--- src/hdl/lis_pkg.sv ---
// package: word types, control/status structs and default sizes of the lis length tracker
package lis_pkg;

    // default sizes
    localparam int MAX_LENGTH_DEF = 1024;
    localparam int VALUE_BITS_DEF = 16;

    // fixed field widths of the words
    localparam int VALUE_W = 16;
    localparam int LEN_OUT_W = 11;

    // input word
    typedef struct packed {
        logic                 start_new;
        logic [VALUE_W-1:0]   value;
    } item_word_t;

    // result word
    typedef struct packed {
        logic [LEN_OUT_W-1:0] lis_length;
        logic                 overflow;
    } result_word_t;

    // commands from the controller to the datapath
    typedef struct packed {
        logic load;    // capture input word, set up search bounds
        logic read;    // read tail at the search midpoint
        logic step;    // narrow search bounds from the read tail
        logic update;  // append or lower a tail
        logic emit;    // load the result register
    } cmd_t;

    // status from the datapath to the controller
    typedef struct packed {
        logic value_zero;   // captured value is zero
        logic search_more;  // search bounds not yet met
        logic out_free;     // result register can take a word
    } stat_t;

endpackage

--- src/hdl/lis_ctrl.sv ---
// controller: sequences load, binary search, table update and result emit
module lis_ctrl
(
    input  logic            clk,
    input  logic            rst_n,
    input  logic            item_valid,
    output logic            item_stall,
    input  lis_pkg::stat_t  stat,
    output lis_pkg::cmd_t   cmd
);

    typedef enum logic [1:0] {
        ST_IDLE,
        ST_CHECK,
        ST_CMP,
        ST_EMIT
    } state_t;

    state_t state_reg;
    state_t state_next;
    logic   idle_reg;

    // next state and command decode
    always_comb
    begin
        state_next = state_reg;
        cmd        = '0;
        unique case (state_reg)
            ST_IDLE:
            begin
                if (item_valid)
                begin
                    cmd.load   = 1'b1;
                    state_next = ST_CHECK;
                end
            end
            ST_CHECK:
            begin
                priority if (stat.value_zero)
                begin
                    state_next = ST_EMIT;
                end
                else if (stat.search_more)
                begin
                    cmd.read   = 1'b1;
                    state_next = ST_CMP;
                end
                else
                begin
                    cmd.update = 1'b1;
                    state_next = ST_EMIT;
                end
            end
            ST_CMP:
            begin
                cmd.step   = 1'b1;
                state_next = ST_CHECK;
            end
            ST_EMIT:
            begin
                if (stat.out_free)
                begin
                    cmd.emit   = 1'b1;
                    state_next = ST_IDLE;
                end
            end
        endcase
    end

    // state and registered stall
    always_ff @(posedge clk or negedge rst_n)
    begin
        if (!rst_n)
        begin
            state_reg <= ST_IDLE;
            idle_reg  <= 1'b1;
        end
        else
        begin
            state_reg <= state_next;
            idle_reg  <= (state_next == ST_IDLE);
        end
    end

    assign item_stall = !idle_reg;

endmodule

--- config.mk ---
export PLATFORM = sky130hd
export DESIGN_NAME = lis_ctrl
export DESIGN_NICKNAME = d
export VERILOG_FILES = /design/src/hdl/lis_pkg.sv /design/src/hdl/lis_ctrl.sv
export SDC_FILE = /design/constraint.sdc
export NUM_CORES = 1
export LEC_CHECK = 0
export BUFFER_PORTS_ARGS = -buffer_cell sky130_fd_sc_hd__buf_4
export CORE_AREA = 5 5 42 44
export CTS_CLUSTER_DIAMETER = 120
export DETAILED_ROUTE_END_ITERATION = 10
export DIE_AREA = 0 0 47 49
export GPL_TIMING_DRIVEN = 0
export PLACE_DENSITY = 0.33
export SYNTH_ARGS = -nofsm -noshare
export SYNTH_HDL_FRONTEND = slang
export SYNTH_SLANG_ARGS = --single-unit
--- constraint.sdc ---
create_clock -name clk -period 1.1 [get_ports clk]
set_input_delay 0.055 -clock clk [delete_from_list [all_inputs] [get_ports clk]]
set_output_delay 0.055 -clock clk [all_outputs]
set_load 0.005 [all_outputs]
* Word level (Yosys, flattened, before mapping) *
Index checks and enable logic that the tools add are counted.

storage, ports and cells
  flip-flop bits (word level) = 3
  input bits = 6
  output and inout bits = 6
  logic and storage cells = 24

operators by class
  equality and inequality tests = 3
  mux-type cells = 16
  reduce and logical (&&, ||, !) cells = 3

operators with widths
  cell                                                  count
  2-to-1 mux 1 bit                                      12
  one-hot mux 2 bit (4 select lines)                    1
  2-to-1 mux 2 bit                                      3
  equality test 2 bit (second input constant)           2
  logical NOT 2 bit                                     2
  equality test 2 x 1 -> 1 bit (second input constant)  1
  logical NOT 1 bit                                     1

* Logic depth before layout (Yosys ltp) *
Gate-level depths: netlist of run 1.

  word-level depth = 4
  mapped depth = 2
  mapped depth without buffers = 2

* Worst setup path before layout of run 1 *
OpenSTA, ideal clock, no wires.

  path kind = flip-flop to flip-flop
  start point = register state_reg[0]
  end point = register idle_reg
  setup time = 0.082 ns
  arrival time = 0.809 ns
  data required time = 1.018 ns
  path slack = 0.209 ns
  cell stages (with the launch flop) = 3
  buffers on the path = 0
  clock period less this slack = 0.891 ns
  cells stage by stage = dfrtp_1 -> and3_1 -> or2_1

on the way
  cells in the longest elaborated chain, start to end = 3
  elaborated cells between the ends (all ways) = 8
  classes of those cells = eq/ne: 3; mux: 3; reduce/logical: 2

ends and longest elaborated chain
  element                                            RTL line        source
  start, declared                                    lis_ctrl.sv:19  state_t state_reg;
  start signal, assigned                             lis_ctrl.sv:80  state_reg <= state_next;
  equality test 2 bit, or another cell as far along  lis_ctrl.sv:28  unique case (state_reg)
  one-hot mux 2 bit (4 select lines) *               lis_ctrl.sv:28
  logical NOT 2 bit *                                lis_ctrl.sv:81  idle_reg <= (state_next == ST_IDLE);
  end signal, assigned                               lis_ctrl.sv:81
  end, declared                                      lis_ctrl.sv:21  logic idle_reg;

Mark *: on every way between the ends. The rest lies on a longest branch, timed or not.

==> impl_metrics.tcl, run 1 <==
set metrics [dict create \
    outcome "finished with violations" \
    netlist_area_um2 154 \
    gp_congestion 0.621 \
    fin_setup_tns_ns -0.0673 \
    route.detailed.drc 0 \
    path_buf_inv 1 \
    wl_per_cell_um 10.4 \
    syn_to_final_growth_pct 103 \
    die-area_um2 2300 \
    finalHoldViolations 0 \
    multi_input_area_um2 80.1 \
    yosysSeqAreaShare 0.496 \
    core-area_um2 1400 \
    ys_warn_count 0 \
    largest_reg_flops 2 \
    rsz0062_at_grt "true" \
    tightest_slew_ns 0.272 \
    fin_ws_ns -0.0416 \
    synthesis.nets 19 \
    chipWidth_um 47 \
    fin_crit_ns 1.14 \
    ys_types 12 \
    ant_nets 0 \
    crit_path_top_delay_cell "dfrtp_2" \
    rows 14 \
    relSlewSlack 0.817 \
    seqCellArea_um2 78.8 \
    preCtsSetupSlack_ns 0.116 \
    dp.cells 40 \
    synthSimpleGateAreaFrac 0.431 \
    fmax_ghz 0.876 \
    fin_crit_sh 1.04 \
    avgViaCountPerCell 3.50 \
    max-vdd-ir-drop_mv 0.584 \
    clkTransAtPathRegs_ns 0.04 \
    n_antenna_cell 0 \
    maxSlewViolCount 0 \
    cts.path.max_buffers 2 \
    final_cells 46 \
    synth-xor-area-share 0 \
    total_power_uw 689 \
    num_io_pins 12 \
    syn-mean-instance-area_um2 11.8 \
    crit_path_end_kind "output port" \
    drv_cap 0 \
    critical-path-top-delay-family "flip-flops" \
    min_path_type "input pin to register" \
    powerDensity_nw_per_um2 2200 \
    setup_viol 2 \
    critPathArrivalTime_ns 1.09 \
    slowest_delay_ns 0.44 \
    cts_tree "yes" \
    numPortBuffers 11 \
    p_leak_uw 0.000140 \
    antenna_found_initial 0 \
    h-tree-depth 1 \
    firstDrtPassIters 1 \
    grt_max_degree 8 \
    synth_seq_cells 3 \
    synth_top_family_by_area "simple AND/OR/NAND/NOR gates" \
    fillers 164 \
    first_iter_violations 0 \
    start_kind "register" \
    fp.dieH_um 49 \
    insertion_delay_ns 0.23 \
    grt_pass1_vias 181 \
    crit_chain "and4bb_4, buf_6" \
    cts_sinks 3 \
    synth_adder_area_share 0 \
    violations "negative setup slack" \
    gr-usage-all-layers 0.0501 \
    cp.required_ns 1.04 \
    synth_compound_area_frac 0.0488 \
    grt_overflow_total 0 \
    cts_root_buf "clkbuf_4" \
    wl_um 477 \
    drive_gt1_frac 0.700 \
    numCtsBuffers 3 \
    syn_inst 13 \
    detailed_place_hpwl_um 385 \
    grt_pass1_wl_um 772 \
    vias 161 \
    synthMuxAreaShare 0 \
    fin_nets 37 \
    path_max_fanout 7 \
    criticalPathCategory "register to output port" \
    start_util 0.110 \
    finalClockSkew_ns 0.00359 \
]
==> metal layers <==
metal,part of all wire,up-vias,track usage
li1,-,80,-
met1,0.44,70,0.0599
met2,0.41,11,0.0520
met3,0.14,0,0.0443
met4,0,0,0.0415
met5,0,-,0
==> worst paths after layout <==
kind / startpoint / end / slack [ns] / depth (start not counted)
min in group asynchronous: rst_n / state_reg[1]$_DFF_PN0_ / 0.15 / 2
worst min-delay path: stat[0] / state_reg[1]$_DFF_PN0_ / 0.01 / 2
max in group asynchronous: rst_n / idle_reg$_DFF_PN1_ / 0.76 / 2
worst min register to register: state_reg[1]$_DFF_PN0_ / state_reg[1]$_DFF_PN0_ / 0.55 / 1
worst max register to register: state_reg[0]$_DFF_PN0_ / state_reg[0]$_DFF_PN0_ / 0.07 / 3
worst max-delay path: state_reg[1]$_DFF_PN0_ / cmd[3] / -0.04 / 2
==> Yosys cell counts <==
master    n  area (um^2)
nor3_1    1         5.00
a21boi_0  1         7.51
nor2b_1   1         6.26
nor3_2    1         10.0
inv_1     1         3.75
and3_1    1         6.26
dfstp_2   1         26.3
or2_1     1         6.26
nor4b_1   1         8.76
and4bb_4  1         16.3
nor3b_1   1         7.51
dfrtp_1   2         50.1
==> what timing repair did <==
item,in CTS,in global routing
resized for setup,4,0
gates cloned,0,0
endpoints found under the setup margin,4,4
hold endpoints to repair,3,0
pin swaps,1,0
setup buffers,1,0
hold buffers,1,0
==> stage by stage <==
stage,area [um^2],hold slack [ns],util
after floorplan,154,-0.241,-
after global placement,256,-0.155,0.183
after detailed placement,256,-0.155,0.183
after CTS,313,0.00607,0.223
after global routing,313,0.00286,0.223
final,313,0.0104,0.223
==> final cells by class <==
class	instances	area share
multi-input cells	9	0.256
clock buffers	4	0.0840
flip-flops and latches	3	0.252
inverters	1	0.0120
repair buffers	13	0.332
well taps	16	0.0640
==> worst register-to-register path, cell delays in order (launching register included) <==
cell	delay [ns]
dfrtp_2	0.44
and4bb_4	0.23
buf_4	0.13
nor3_2	0.15
==> cell usage in the layout (no fill, tap or decap) <==
| cell | instances |
|---|---|
| nor3_1 | 1 |
| buf_6 | 1 |
| or2_1 | 1 |
| and3_1 | 1 |
| a21boi_0 | 1 |
| clkbuf_4 | 3 |
| nor2b_1 | 1 |
| dfrtp_2 | 2 |
| clkbuf_1 | 1 |
| and4bb_4 | 1 |
| nor4b_2 | 1 |
| dfstp_2 | 1 |
| buf_4 | 11 |
| nor3_2 | 1 |
| nor3b_1 | 1 |
| dlygate4sd3_1 | 1 |
| inv_1 | 1 |
==> kinds of logic after synthesis <==
logic type             after synthesis
AO/OA/AOI/OAI                        1
buffers and inverters                1
flip-flops                           3
AND/OR/NAND/NOR                      8
==> power breakdown <==
part | switching [uW] | internal [uW]
combinational | 81.6 | 164
clock | 57.5 | 136
sequential | 68.8 | 180
No activity file was read; power rests on OpenSTA's default activity.
==> run 2, diff against run 1 <==
clock period = 1.25 ns   (was 1.1 ns; I/O delays follow)
==> run 2 against run 1 <==
Effect of this change: the run now ends clean; die area did not move; combinational power down 16%; largest cell class unchanged; sequential share of layout area is 0.63 points higher; critical endpoint unchanged; register-to-register slack improved by 0.22 ns; non-clock buffer count down 1; via count unchanged; utilization shrank 0.89 points; clock-buffer cell count unchanged; highest routed layer unchanged; routed wire length increased by 4.4%; largest power group unchanged.
==> impl_metrics.tcl, run 2 (synthesis results as in run 1) <==
set metrics [dict create \
    largest_reg_flops 2 \
    p_switching_uw 183 \
    clkTransAtPathRegs_ns 0.04 \
    r2r-start "state_reg[0]$_DFF_PN0_" \
    ff2ff_path_depth 2 \
    gr-usage-all-layers 0.0523 \
    avgViaCountPerCell 3.58 \
    finalClockSkew_ns 0.00344 \
    detailed_place_hpwl_um 385 \
    drv_cap 0 \
    tightest_slew_ns 0.301 \
    fmax_ghz 0.858 \
    grt_pass1_vias 185 \
    worstHoldEndpoint "state_reg[1]$_DFF_PN0_" \
    min_path_type "input pin to register" \
    p_int_uw 411 \
    cts_root_buf "clkbuf_4" \
    n_antenna_cell 0 \
    cp.required_ns 1.19 \
    max-vdd-ir-drop_mv 0.467 \
    first_iter_violations 0 \
    cts_sinks 3 \
    path_max_fanout 7 \
    grt_pass1_wl_um 814 \
    num_io_pins 12 \
    min_path_cells 2 \
    syn_to_final_growth_pct 95.1 \
    fin_crit_ns 1.17 \
    wl_per_cell_um 11.1 \
    die-area_um2 2300 \
    worstHoldStart "stat[0]" \
    h-tree-depth 1 \
    reg2reg_to "idle_reg$_DFF_PN1_" \
    setup_viol 0 \
    finalHoldViolations 0 \
    vias 161 \
    firstDrtPassIters 1 \
    grt_overflow_total 0 \
    chipWidth_um 47 \
    fin_crit_sh 0.933 \
    insertion_delay_ns 0.23 \
    fin_setup_tns_ns 0 \
    route.detailed.drc 0 \
    fin_nets 36 \
    rows 14 \
    ant_nets 0 \
    combPwrFrac 0.349 \
    maxSlewViolCount 0 \
    drive_gt1_frac 0.655 \
    start_kind "register" \
    crit_path_end_kind "output port" \
    critPathArrivalTime_ns 1.10 \
    relSlewSlack 0.798 \
    p_clk_frac 0.287 \
    outcome "finished, final reports clean" \
    final_cell_mix "buf_4, clkbuf_4" \
    start_util 0.110 \
    numPortBuffers 11 \
    p_leak_uw 0.000135 \
    rsz0062_at_grt "false" \
    antenna_found_initial 0 \
    numCtsBuffers 3 \
    cts_tree "yes" \
    cts.path.max_buffers 2 \
    final_common_cell "buf_4" \
    fp.dieH_um 49 \
    grt_max_degree 8 \
    criticalPathCategory "register to output port" \
    finalCoreUtilization 0.214 \
    wl_um 498 \
    rrSetupSlack_ns 0.29 \
    p_seq_frac 0.364 \
    powerDensity_nw_per_um2 1980 \
    p_sw_frac 0.308 \
    gp_congestion 0.621 \
    core-area_um2 1400 \
]
-- run 2: changes by cell type in the layout (fill, tap and decap cells not counted), sizes merged --
cell  previous run  this run
buf             12        11
-- run 2: cell type report --
type / count / area (um^2)
Fill cell: 166 / 1100
Timing Repair Buffer: 12 / 92.6
Multi-Input combinational cell: 9 / 80.1
Sequential cell: 3 / 77.6
Clock buffer: 4 / 26.3
Tap cell: 16 / 20.0
Inverter: 1 / 3.75
-- run 2: timing repair --
item                                    4_1_cts  5_1_grt
hold buffers                                  1        0
setup buffers                                 0        0
resized for setup                             1        1
endpoints found under the hold margin         3        0
pin swaps                                     0        1
cloned                                        0        0
endpoints found under the setup margin        1        1
-- run 2: metal layers --
metal / global-route usage / vias up / share of wire
met5: 0 / - / 0
met4: 0.0415 / 0 / 0
met3: 0.0443 / 0 / 0.14
met2: 0.0566 / 11 / 0.42
met1: 0.0621 / 72 / 0.44
li1: - / 78 / -
-- run 2: power by group through the flow --
stage / registers (uW) / logic [uW] / clock network [uW]
2_1_floorplan: 191 / 97.5 / 0
3_3_place_gp: 208 / 205 / 0
3_5_place_dp: 211 / 206 / 0
4_1_cts: 215 / 212 / 180
5_1_grt: 228 / 229 / 187
6_report: 216 / 207 / 170
-- run 2: stage by stage --
step	cell area [um^2]	setup WS [ns]	power (uW)	instances	hold slack, ns
floorplan	154	0.359	288	13	-0.233
global placement	256	0.292	413	40	-0.147
finish	300	0.0840	594	45	0.0183
detailed placement	256	0.258	418	40	-0.147
global route	300	0.0191	644	45	0.0106
CTS	299	0.0365	607	45	0.0173
-- run 2: worst max-delay path, stage by stage (launching register included) --
cell	delay [ns]
dfrtp_2	0.44
and4bb_4	0.32
buf_4	0.11
-- run 2: how the worst max path moves through the flow --
stage                            from            endpoint  slack (ns)
2_1_floorplan  state_reg[0]$_DFF_PN0_  idle_reg$_DFF_PN1_        0.36
3_3_place_gp   state_reg[1]$_DFF_PN0_              cmd[1]        0.29
3_5_place_dp   state_reg[1]$_DFF_PN0_              cmd[1]        0.26
4_1_cts        state_reg[1]$_DFF_PN0_              cmd[1]        0.04
5_1_grt        state_reg[1]$_DFF_PN0_              cmd[1]        0.02
6_report       state_reg[1]$_DFF_PN0_              cmd[3]        0.08
